<file path="config.mk">
export PLATFORM = sky130hd
export DESIGN_NAME = bis_div
export DESIGN_NICKNAME = d
export VERILOG_FILES = /design/src/rtl/bis_div.sv
export SDC_FILE = /design/constraint.sdc
export NUM_CORES = 1
export LEC_CHECK = 0
export BUFFER_PORTS_ARGS = -buffer_cell sky130_fd_sc_hd__buf_2
export CAP_MARGIN = 10
export CORE_MARGIN = 4
export CORE_UTILIZATION = 45
export CTS_BUF_LIST = sky130_fd_sc_hd__clkbuf_4 sky130_fd_sc_hd__clkbuf_8
export DETAILED_ROUTE_END_ITERATION = 7
export PLACE_DENSITY_LB_ADDON = 0.05
export SYNTH_ARGS = -nofsm -noshare
export SYNTH_HDL_FRONTEND = slang
export SYNTH_SLANG_ARGS = --single-unit
</file>
<file path="constraint.sdc">
create_clock -name i_clk -period 6.3 [get_ports i_clk]
set_input_delay 0.945 -clock i_clk [delete_from_list [all_inputs] [get_ports i_clk]]
set_output_delay 0.945 -clock i_clk [all_outputs]
set_load 0.01 [all_outputs]
</file>
<file path="src/rtl/bis_div.sv">
// ----------------------------------------------------------------------------
// bis_div: pipelined restoring divider
// One quotient bit per stage; quotient must fit in Q_W bits.
// ----------------------------------------------------------------------------
module bis_div #(
    parameter int unsigned NUM_W = 21,
    parameter int unsigned DEN_W = 12,
    parameter int unsigned Q_W   = 9
) (
    input  logic             i_clk,
    input  logic             i_en,
    input  logic [NUM_W-1:0] i_num,
    input  logic [DEN_W-1:0] i_den,
    output logic [Q_W-1:0]   o_quo,
    output logic [DEN_W-1:0] o_rem
);
    localparam int unsigned WW = (NUM_W > DEN_W + Q_W) ? NUM_W : DEN_W + Q_W;

    logic [WW-1:0]    p_rem [Q_W+1];
    logic [DEN_W-1:0] p_den [Q_W+1];
    logic [Q_W-1:0]   p_quo [Q_W+1];

    assign p_rem[0] = WW'(i_num);
    assign p_den[0] = i_den;
    assign p_quo[0] = '0;

    for (genvar s = 0; s < Q_W; s++) begin : g_stage
        localparam int unsigned B = Q_W - 1 - s;
        logic [WW-1:0]    n_sub;
        logic [WW-1:0]    r_rem;
        logic [DEN_W-1:0] r_den;
        logic [Q_W-1:0]   r_quo;

        assign n_sub = WW'(p_den[s]) << B;

        always_ff @(posedge i_clk) begin
            if (i_en) begin
                r_den <= p_den[s];
                if (p_rem[s] >= n_sub) begin
                    r_rem <= p_rem[s] - n_sub;
                    r_quo <= p_quo[s] | (Q_W'(1) << B);
                end else begin
                    r_rem <= p_rem[s];
                    r_quo <= p_quo[s];
                end
            end
        end

        assign p_rem[s+1] = r_rem;
        assign p_den[s+1] = r_den;
        assign p_quo[s+1] = r_quo;
    end

    assign o_quo = p_quo[Q_W];
    assign o_rem = p_rem[Q_W][DEN_W-1:0];

endmodule

</file>
==> results by stage <==
Floorplanning:
- Pin placement for this block handled 56 I/O pins.
- The core region is 36,960 µm².
- The die covers 41,020 µm².
- The floorplan has 70 rows.
- The die span in y is 202.5 µm.
- For this configuration, the core starts out at a cell density of 0.4608.
- The chip width is 202.5 µm.

Finish:
- The layout has 3,343 filler cells.
- The number of antenna diodes in the final layout is 0.
- The final core area utilization is 0.5137.
- The multi-input combinational cell area is 6761 µm².
- The net count of the finished layout is 1,679.
- Of the cells placed in the final design, the portion with a size suffix greater than 1 is 0.1267.
- The post-synthesis to final-layout area growth is 11.48%.
- With fillers left out, the area of the finished cells amounts to 18,990 µm².
- The sequential standard cell area is 9639 µm².

Timing:
- The final period demand of the worst path is 3.615 ns.
- The relative slew slack is 0.3512.
- Setup repair after global routing left no endpoint under its margin.
- The final count of hold timing violations is 0.
- The final clock period utilization by the worst path is 0.5738.
- The slew of the pin with the lowest slew margin is 0.9732 ns.
- The highest attainable clock frequency is 276.6 MHz.
- Setup total negative slack on the finished layout was measured at 0 ns.
- The final-report max-slew violation count is 0.
- Setup violations remaining at the end of the flow were counted as 0.
- Once routing completed, OpenROAD measured the worst setup slack at 2.685 ns.
- Between clock sinks in the finished design, the worst skew comes to 0.01809 ns.

Synth:
- After synthesis, the most frequently instantiated cells are sky130_fd_sc_hd__edfxtp_1, sky130_fd_sc_hd__inv_1, sky130_fd_sc_hd__ha_1.
- The unique cell type count in the Yosys netlist is 71.
- After synthesis, the share of flip-flops with an asynchronous set or reset is 0.
- The most frequent cell after synthesis is sky130_fd_sc_hd__edfxtp_1.
- The instance count of the mapped netlist is 1,430.
- Yosys printed 0 warnings.
- The number of flops mapped to enable cells by yosys is 321.
- The synthesized cell area is 17,030 µm².
- The post-synthesis sequential element count is 321.
- The library cell with the largest summed area after synthesis is sky130_fd_sc_hd__edfxtp_1.
- The area share of the largest cell type after synthesis is 0.5660.
- By area the synthesized netlist is led by sky130_fd_sc_hd__edfxtp_1, sky130_fd_sc_hd__ha_1, sky130_fd_sc_hd__inv_1.
- The post-synth net total is 1,582.
- After synthesis, the mean cell area works out to 11.91 µm².
- The share of the Yosys chip area taken by registers is 0.5660.
- The most used flip-flop cell after synthesis is sky130_fd_sc_hd__edfxtp_1.

Drt:
- The antenna violation net count after detailed routing is 0.
- Dividing the detail-routed wire length by the instance count gives 17.16 µm.
- In the routed layout, each cell is associated on average with a via count of 5.263.
- The first detailed-routing pass took 5 iterations.
- Detailed routing inserted a total of 10.92k vias.
- The detailed-route DRC error count is 0.
- After the first detailed-routing iteration, the DRC count stood at 484.
- The routed design has 35,600 µm of wire.

CTS:
- The clock transition time at the flip-flop clock pins of the worst setup and hold paths is 0.06 ns.
- The number of hold-repair buffers added at the cts stage is 0.
- The post-CTS resize count is 0.
- For the worst-skew pair, the clock arrives at the later sink with an insertion delay of 0.63 ns.
- The clock tree synthesis step divided the H-tree into 2 levels.
- The buffer type at the clock tree root is sky130_fd_sc_hd__clkbuf_8.
- The total clock buffers created by CTS is 55.
- In this run the deepest clock path goes through 3 buffers.
- The tree built by TritonCTS fans out to 321 sinks.
- TritonCTS built the clock tree.
- The count of buffers added by post-CTS timing repair for setup is 0.

Global route:
- The number of antenna violations at the first check in global routing came to 0.
- In the global route stage, overall resource usage came out at 0.1740.
- The via count of the first global-routing pass is 11.10k.
- The pin count of the biggest net entering global routing is 140.
- Summed over all layers, the global routing overflow is 0.
- The first-pass GRT wire length is 57,200 µm.

Placed design:
- Summed over all nets, the half-perimeter wirelength after detailed placement is 26,270 µm.
- The worst-case setup slack after placement is 2.588 ns.
- The count of input and output buffers is 55.
- The global placer's final weighted congestion is 0.8672.
- The instance area at placement is 17,930 µm².

Worst setup path:
- The highest net fanout along the worst path is 26.
- The largest single stage delay on the critical path is 0.80 ns.
- The startpoint kind of the worst setup timing path is a register.
- In this run the critical register-to-register path is launched from g_stage[2].r_rem[5].
- The data arrival time of the critical path is 4.00 ns.
- The critical path goes through inv_1 > ha_1 > inv_1 > fa_1 > a21o_1 > a221oi_1 > o21bai_1 > a31oi_1 > and4b_1 > mux2_2.
- The endpoint type of the worst setup path is a register.
- The critical setup path kind is reg2reg.
- Among all stages on the critical path, the largest delay is contributed by sky130_fd_sc_hd__and4b_1.
- Among the stages of the critical path, the cell type that occurs most often is sky130_fd_sc_hd__inv_1.
- Data on the critical path is required at its endpoint by 6.69 ns.
- The startpoint of the worst setup timing path is g_stage[2].r_rem[5].

Pwr:
- Internal power comes to 0.005042 W.
- In this run the static leakage power is 7.381 nW.
- The analysis attributes to net switching a power of 0.002475 W.
- The share of total power dissipated in combinational logic is 0.323.
- In this run the power density over the cells is 396.0 nW/µm².
- The part of the power in registers is 0.435.
- The peak ir drop on the vdd network is 0.1716 mV.
- The clock group share of total power is 0.242.
- The switching fraction of total power is 0.3293.

Outcome:
- The flow ran to the end, and the final reports show no timing, DRC or antenna violations.

Hold path:
- The startpoint of the most critical hold path is g_stage[1].r_quo[8].
- The worst min-delay path category is reg2reg.

Job:
- The max-capacitance violation count is 0.
power groups by stage:
| stage | registers (W) | clock network, W | logic (W) |
|---|---|---|---|
| floorplan | 0.00319 | 0 | 0.00189 |
| global placement | 0.00332 | 0 | 0.00240 |
| detailed placement | 0.00331 | 0 | 0.00243 |
| CTS | 0.00328 | 0.00191 | 0.00244 |
| global route | 0.00331 | 0.00201 | 0.00275 |
| finish | 0.00327 | 0.00182 | 0.00242 |
flip-flops by register name, summed over array words and instances, names as in the netlist:
name / count
g_stage.r_rem: 180
g_stage.r_den: 96
g_stage.r_quo: 36
o_quo: 9
cell type report:
type / count / area share
inverters: 147 / 0.02906
flip-flops and latches: 321 / 0.5077
clock buffers: 66 / 0.04422
repair buffers: 61 / 0.01806
well taps: 504 / 0.03321
clock inverters: 35 / 0.01160
multi-input cells: 941 / 0.3561
cell families (layout without fill, tap and decap cells):
logic type               after synthesis  in the layout  share of synthesized area
XOR/XNOR                             100            100                    0.05143
flip-flops                           321            321                     0.5660
AO/OA/AOI/OAI                        314            314                     0.1154
buffers and inverters                168            309                    0.03776
multiplexers                          41             41                    0.02821
adder cells (fa/ha/maj)              117            117                    0.08993
AND/OR/NAND/NOR                      369            369                     0.1112
routing by layer:
metal,track usage,vias up,wire [µm]
met4,0.06644,0,1153
met2,0.3159,192,18240
li1,-,5498,-
met3,0.03562,77,1350
met5,0,-,0
met1,0.2030,5153,14860
layout by cell type (no fill, tap or decap), drive strengths merged, types with 8 or more instances in the layout:
master / netlist / final
clkinv: 0 / 30
nand3: 19 / 19
buf: 6 / 61
nor3: 32 / 32
nand4: 11 / 11
a211oi: 13 / 13
a21oi: 86 / 86
mux2: 35 / 35
a31oi: 12 / 12
a21o: 17 / 17
nor4: 26 / 26
or4: 8 / 8
o21ai: 102 / 102
xnor2: 49 / 49
o21a: 23 / 23
and3: 11 / 11
nor2b: 16 / 16
fa: 9 / 9
o31ai: 12 / 12
nand2: 105 / 105
nor2: 73 / 73
nand2b: 23 / 23
xor2: 51 / 51
or3: 9 / 9
clkbuf: 15 / 66
inv: 147 / 150
ha: 108 / 108
edfxtp: 321 / 321
final timing paths:
check                              to  slack [ns]  cells after the start
hold / removal    g_stage[2].r_quo[8]        0.41                      0
setup / recovery  g_stage[3].r_rem[6]        2.69                     10
hold reg to reg   g_stage[2].r_quo[8]        0.41                      0
setup reg to reg  g_stage[3].r_rem[6]        2.69                     10
through the flow:
stage          cells  hold WS [ns]  power (W)
2_1_floorplan   1430        0.4003   0.005078
3_3_place_gp    1974        0.4011   0.005717
3_5_place_dp    1974        0.4045   0.005743
4_1_cts         2075        0.4181   0.007626
5_1_grt         2075        0.4223   0.008068
6_report        2075        0.4129   0.007518
critical path, delay by kind of cell, from the launching register on:
kind                     cells  cell delay, ns
multiplexers                 1            0.41
adder cells (fa/ha/maj)      2            0.56
AO/OA/AOI/OAI                4            1.09
flip-flops                   1            0.39
buffers and inverters        2            0.12
AND/OR/NAND/NOR              1            0.80
Note: power is estimated with default switching activity, not from simulation.
