--- config.mk ---
export PLATFORM = sky130hd
export DESIGN_NAME = bis_lane
export DESIGN_NICKNAME = d
export VERILOG_FILES = /design/src/rtl/bis_pkg.sv /design/src/rtl/bis_div.sv /design/src/rtl/bis_lane.sv
export SDC_FILE = /design/constraint.sdc
export NUM_CORES = 2
export LEC_CHECK = 0
export ABC_AREA = 1
export ABC_CLOCK_PERIOD_IN_PS = 6300
export BUFFER_PORTS_ARGS = -buffer_cell sky130_fd_sc_hd__buf_4
export CORE_MARGIN = 3
export CORE_UTILIZATION = 54
export CTS_CLUSTER_DIAMETER = 150
export DETAILED_ROUTE_END_ITERATION = 12
export HOLD_SLACK_MARGIN = 0.06
export PLACE_DENSITY = 0.72
export SYNTH_ARGS = -nofsm -noshare
export SYNTH_HDL_FRONTEND = slang
export SYNTH_SLANG_ARGS = --single-unit
--- constraint.sdc ---
create_clock -name i_clk -period 6.3 [get_ports i_clk]
set_clock_uncertainty 0.15 [all_clocks]
set_input_delay 1.26 -clock i_clk [delete_from_list [all_inputs] [get_ports i_clk]]
set_output_delay 1.26 -clock i_clk [all_outputs]
set_load 0.05 [all_outputs]
--- src/rtl/bis_pkg.sv ---
// ----------------------------------------------------------------------------
// bis_pkg: shared types and constants for the bilinear image scaler
// Word layouts, field widths, register indexes and clamp helpers.
// ----------------------------------------------------------------------------
package bis_pkg;

    localparam int unsigned BYTE_W          = 8;
    localparam int unsigned NUM_LANES       = 4;
    localparam int unsigned PIXEL_W         = BYTE_W * NUM_LANES;
    localparam int unsigned SRC_DIM_W       = 9;
    localparam int unsigned TGT_DIM_W       = 13;
    localparam int unsigned COORD_W         = 12;
    localparam int unsigned STORE_W         = 8;
    localparam int unsigned NCH_W           = 3;
    localparam int unsigned CFG_IDX_W       = 3;
    localparam int unsigned CFG_DATA_W      = 16;
    localparam int unsigned PROD_W          = COORD_W + SRC_DIM_W;
    localparam int unsigned WEIGHT_W        = 2 * COORD_W;
    localparam int unsigned SUM_W           = WEIGHT_W + BYTE_W + 2;
    localparam int unsigned MIN_TARGET      = 2;
    localparam int unsigned MAX_TARGET      = 4096;
    localparam int unsigned MAX_SRC_DEF     = 256;
    localparam int unsigned SRC_RESET       = 256;
    localparam int unsigned TGT_RESET       = 256;
    localparam int unsigned NCH_RESET       = 3;

    typedef enum logic [CFG_IDX_W-1:0] {
        CFG_SOURCE_WIDTH  = 3'd0,
        CFG_SOURCE_HEIGHT = 3'd1,
        CFG_TARGET_WIDTH  = 3'd2,
        CFG_TARGET_HEIGHT = 3'd3,
        CFG_CHANNEL_COUNT = 3'd4
    } t_cfg_index;

    typedef enum logic {
        OP_STORE   = 1'b0,
        OP_REQUEST = 1'b1
    } t_operation;

    typedef struct packed {
        logic                 operation;
        logic [STORE_W-1:0]   store_column;
        logic [STORE_W-1:0]   store_row;
        logic [PIXEL_W-1:0]   store_pixel;
        logic [COORD_W-1:0]   target_column;
        logic [COORD_W-1:0]   target_row;
    } t_in_word;

    typedef struct packed {
        logic [PIXEL_W-1:0]   result_pixel;
        logic [COORD_W-1:0]   result_column;
        logic [COORD_W-1:0]   result_row;
    } t_out_word;

    // target size saturated to 2..4096, returned minus one
    function automatic logic [COORD_W-1:0] tgt_minus_one(input logic [TGT_DIM_W-1:0] v);
        logic [COORD_W-1:0] r;
        if (v < TGT_DIM_W'(MIN_TARGET)) begin
            r = COORD_W'(MIN_TARGET - 1);
        end else if (v > TGT_DIM_W'(MAX_TARGET)) begin
            r = COORD_W'(MAX_TARGET - 1);
        end else begin
            r = COORD_W'(v - TGT_DIM_W'(1));
        end
        return r;
    endfunction

    function automatic logic [NCH_W-1:0] nch_clamp(input logic [NCH_W-1:0] v);
        logic [NCH_W-1:0] r;
        if (v == '0) begin
            r = NCH_W'(1);
        end else if (v > NCH_W'(NUM_LANES)) begin
            r = NCH_W'(NUM_LANES);
        end else begin
            r = v;
        end
        return r;
    endfunction

endpackage

--- src/rtl/bis_div.sv ---
// ----------------------------------------------------------------------------
// bis_div: pipelined restoring divider
// One quotient bit per stage; quotient must fit in Q_W bits.
// ----------------------------------------------------------------------------
module bis_div #(
    parameter int unsigned NUM_W = 21,
    parameter int unsigned DEN_W = 12,
    parameter int unsigned Q_W   = 9
) (
    input  logic             i_clk,
    input  logic             i_en,
    input  logic [NUM_W-1:0] i_num,
    input  logic [DEN_W-1:0] i_den,
    output logic [Q_W-1:0]   o_quo,
    output logic [DEN_W-1:0] o_rem
);
    localparam int unsigned WW = (NUM_W > DEN_W + Q_W) ? NUM_W : DEN_W + Q_W;

    logic [WW-1:0]    p_rem [Q_W+1];
    logic [DEN_W-1:0] p_den [Q_W+1];
    logic [Q_W-1:0]   p_quo [Q_W+1];

    assign p_rem[0] = WW'(i_num);
    assign p_den[0] = i_den;
    assign p_quo[0] = '0;

    for (genvar s = 0; s < Q_W; s++) begin : g_stage
        localparam int unsigned B = Q_W - 1 - s;
        logic [WW-1:0]    n_sub;
        logic [WW-1:0]    r_rem;
        logic [DEN_W-1:0] r_den;
        logic [Q_W-1:0]   r_quo;

        assign n_sub = WW'(p_den[s]) << B;

        always_ff @(posedge i_clk) begin
            if (i_en) begin
                r_den <= p_den[s];
                if (p_rem[s] >= n_sub) begin
                    r_rem <= p_rem[s] - n_sub;
                    r_quo <= p_quo[s] | (Q_W'(1) << B);
                end else begin
                    r_rem <= p_rem[s];
                    r_quo <= p_quo[s];
                end
            end
        end

        assign p_rem[s+1] = r_rem;
        assign p_den[s+1] = r_den;
        assign p_quo[s+1] = r_quo;
    end

    assign o_quo = p_quo[Q_W];
    assign o_rem = p_rem[Q_W][DEN_W-1:0];

endmodule

--- src/rtl/bis_lane.sv ---
// ----------------------------------------------------------------------------
// bis_lane: one channel of the bilinear blend
// Weighted products, rounded sum, then division by the weight total.
// ----------------------------------------------------------------------------
module bis_lane
    import bis_pkg::*;
(
    input  logic                i_clk,
    input  logic                i_en,
    input  logic [BYTE_W-1:0]   i_a,
    input  logic [BYTE_W-1:0]   i_b,
    input  logic [BYTE_W-1:0]   i_c,
    input  logic [BYTE_W-1:0]   i_d,
    input  logic [WEIGHT_W-1:0] i_wa,
    input  logic [WEIGHT_W-1:0] i_wb,
    input  logic [WEIGHT_W-1:0] i_wc,
    input  logic [WEIGHT_W-1:0] i_wd,
    input  logic [WEIGHT_W-1:0] i_den,
    output logic [BYTE_W-1:0]   o_byte
);
    localparam int unsigned PW = BYTE_W + WEIGHT_W;

    logic [PW-1:0]    r_pa, r_pb, r_pc, r_pd;
    logic [SUM_W-1:0] r_sum;
    logic [WEIGHT_W-1:0] w_rem;

    always_ff @(posedge i_clk) begin
        if (i_en) begin
            r_pa  <= PW'(i_a) * PW'(i_wa);
            r_pb  <= PW'(i_b) * PW'(i_wb);
            r_pc  <= PW'(i_c) * PW'(i_wc);
            r_pd  <= PW'(i_d) * PW'(i_wd);
            // add half the divisor to round
            r_sum <= SUM_W'(r_pa) + SUM_W'(r_pb) + SUM_W'(r_pc) + SUM_W'(r_pd)
                   + SUM_W'(i_den >> 1);
        end
    end

    bis_div #(
        .NUM_W (SUM_W),
        .DEN_W (WEIGHT_W),
        .Q_W   (BYTE_W)
    ) u_div (
        .i_clk (i_clk),
        .i_en  (i_en),
        .i_num (r_sum),
        .i_den (i_den),
        .o_quo (o_byte),
        .o_rem (w_rem)
    );

    logic w_unused;
    assign w_unused = ^w_rem;

endmodule

==> impl_results.md <==
- Outcome: finished clean
- R2r startpoint: r_pa[17]
- CTS tree: done
- Synth Area in XOR/XNOR: 2.40%
- Period minus WS final: 5.07 ns
- DR iter-0 viols: 4699
- RePlAce Congestion: 1.06
- WP data arrival: 5.31 ns
- Cell row count: 128
- CP cell instances: buf_4 > nand2_1 > inv_1 > fa_1 > fa_1 > fa_1 > inv_1 > fa_1 > inv_1 > ha_1 > a21oi_1 > o21ai_0 > a21oi_1 > nor2_1 > nor2_1 > nand2_1 > nand2_1 > nand2_1
- Share of cells above drive strength 1: 3.60%
- Mux contribution to synthesized area: 0%
- Clk buf depth: 3
- Max-slew headroom: 37.3%
- DR WL/cell: 18.5 µm
- R2R setup slack: 1.56 ns
- Largest net degree at the start of global routing: 125
- CTS H-tree depth: 3
- Root buf cell: clkbuf_16
- Dominant synthesized flop cell: edfxtp_1
- Synth unique cells: 46
- Count leader, synth: nand2_1
- CP Class: in2reg
- CTS buffer count: 69
- CP startpoint kind: primary input
- Hold Path Depth: 0
- WL final: 199000 µm
- Hold path startpoint: u_div.g_stage[2].r_quo[6]
- Resized Gates After CTS: 0
- Post-Synth Adder-Cell Area: 26.9%
- Die Area: 128000 µm²
- Worst-Margin Slew: 0.941 ns
- TNS Setup: 0 ns
- Port buffer count: 161
- Initial antenna violation count: 3
- Worst Hold Path EP: u_div.g_stage[3].r_quo[6]
- Synth Cell Area: 66900 µm²
- Die width: 358 µm
- Worst-Skew Late Latency: 0.66 ns
- HPWL after detailed placement: 167000 µm
- Post-synthesis instance total: 9044
- Vias in the first global route: 56700
- Global-route wire length before repair: 313000 µm
- Final antenna-violating net count: 0
- Async SR Flop Fraction: 0%
- Global route overflow: 0
- Syn avg cell area: 7.40 µm²
- Required @ worst endpoint: 6.54 ns
- Ant diodes: 0
- CTS Sinks: 604
- R2r endpoint: r_sum[19]
- Area growth, synth to finish: 6.85%
- Tot GR Track Use: 31.6%
- Area of the core: 122000 µm²
- DRT Pass-1 Iters: 6
- Via density: 5.23
- CTS Hold Buffers Added: 0
- Clock transition at the registers of the reported paths: 0.06 ns
- CP Capture Type: flop
- Vias: 56300
- CP max-delay cell: fa_1
- Post-synthesis sequential area ratio: 27.1%
- Synth Area in Compound Gates: 3.74%
- DRC viols: 0
- Share of the synthesized area in the top cell type: 27.1%
- Initial Util: 54.7%
- Syn nets: 10300
- EDFF count, synth: 604
- Largest family of logic cells by synthesized area: adder cells
- Final period util: 80.5%
- CP max FO: 24
- Crit-path max cell delay: 0.50 ns
- Max Cap Violations: 0
- Post-synthesis register bit count: 604
- RSZ-0062 raised after global routing: no
- Post-CTS Setup Bufs: 0
- Nets: 10300
- Synth area leaders: edfxtp_1 27%, fa_1 19%, nand2_1 18%, inv_1 12%, ha_1 8.3%
- Die height: 358 µm
- YS warnings: 0
- Yosys top cell by area: edfxtp_1
- Reg2reg path depth: 11
- I/O pin total: 162
- Final Hold Fails: 0
- Worst hold path type: reg2reg
- Setup Viol. Count Final: 0
- Max Freq: 197 MHz
- Post-synth top cells: 3154 x nand2_1, 2221 x inv_1, 621 x fa_1
- Slew Viols, Final: 0
- Post-Synth Simple-Gate Area: 25.9%
-- stage by stage --
stage	cells	setup slack, ns	utilization (%)	hold slack [ns]	instance area [µm²]
6_report	10800	1.23	58.4	0.268	71500
5_1_grt	10800	1.05	58.4	0.277	71500
4_1_cts	10800	1.31	58.4	0.270	71500
3_5_place_dp	10600	0.640	56.6	0.255	69300
3_3_place_gp	10600	0.657	56.6	0.251	69300
2_1_floorplan	9044	1.08	-	0.250	66900
-- registers in the layout, summed over array words and instances, names as in the netlist --
register / count
r_pb: 32
u_div.g_stage.r_rem: 238
r_pa: 32
r_pd: 32
u_div.g_stage.r_den: 168
r_pc: 32
r_sum: 34
u_div.o_quo: 8
u_div.g_stage.r_quo: 28
-- critical path, delay by kind of cell --
family | cells | cell delay (ns)
adders and majority gates | 5 | 2.27
AOI/OAI and AO/OA | 3 | 0.78
and+or+nand+nor | 6 | 0.51
buffers and inverters | 4 | 0.46
-- routing by layer --
layer,global-route usage [%],vias to the layer above,wire (µm)
li1,-,27300,-
met2,55.3,1862,98300
met4,15.5,2,11800
met3,4.51,477,12000
met5,0,-,13
met1,38.3,26600,77200
-- final cells by class --
class	instances	area, µm²
Clock buffer	72	1740
Clock inverter	51	463
Multi-Input combinational cell	6007	39400
Inverter	2234	8390
Sequential cell	604	18100
Fill cell	11500	50900
Timing Repair Buffer	170	1350
Tap cell	1625	2030
-- cells by family (layout without fill, tap and decap cells) --
| group | count (synthesis) | after routing |
|---|---|---|
| and+or+nand+nor | 4284 | 4284 |
| buffers and inverters | 2433 | 2527 |
| DFF | 604 | 604 |
| xor gates and xnor gates | 183 | 183 |
| adders and majority gates | 1065 | 1065 |
| AOI/OAI and AO/OA | 475 | 475 |
-- worst max path at each step --
stage	startpoint	end	slack, ns
CTS	i_b[2]	r_pb[23]	1.31
finish	i_a[3]	r_pa[29]	1.23
global placement	i_a[3]	r_pa[29]	0.66
floorplan	i_b[2]	r_pb[16]	1.08
global route	i_c[3]	r_pc[29]	1.05
detailed placement	i_a[3]	r_pa[29]	0.64
-- layout by cell type, fill, tap and decap left out, types with 4 or more instances in the layout --
cell type and count:
or2_2 7, edfxtp_1 604, o211ai_1 8, buf_4 164, clkbuf_16 69, o21bai_1 13
nor4_1 7, clkinv_4 4, xor2_1 154, nand3b_1 31, nand2_2 7, o21a_1 5
xnor2_1 29, nand4_1 108, nand2_1 3154, a21oi_1 309, clkinv_2 14, and3_1 8
a21o_1 19, buf_12 5, fa_1 621, nor3_1 67, nor2_1 475, clkinv_1 16
ha_1 444, inv_1 2221, and2_1 25, nand3_2 7, nand3_1 365, clkinvlp_4 7
nor2_4 4, inv_2 11, nor2_2 11, o21ai_0 113
Power is not shown: default switching activity piles up to over one toggle a cycle in this logic, so the estimate is an artifact.
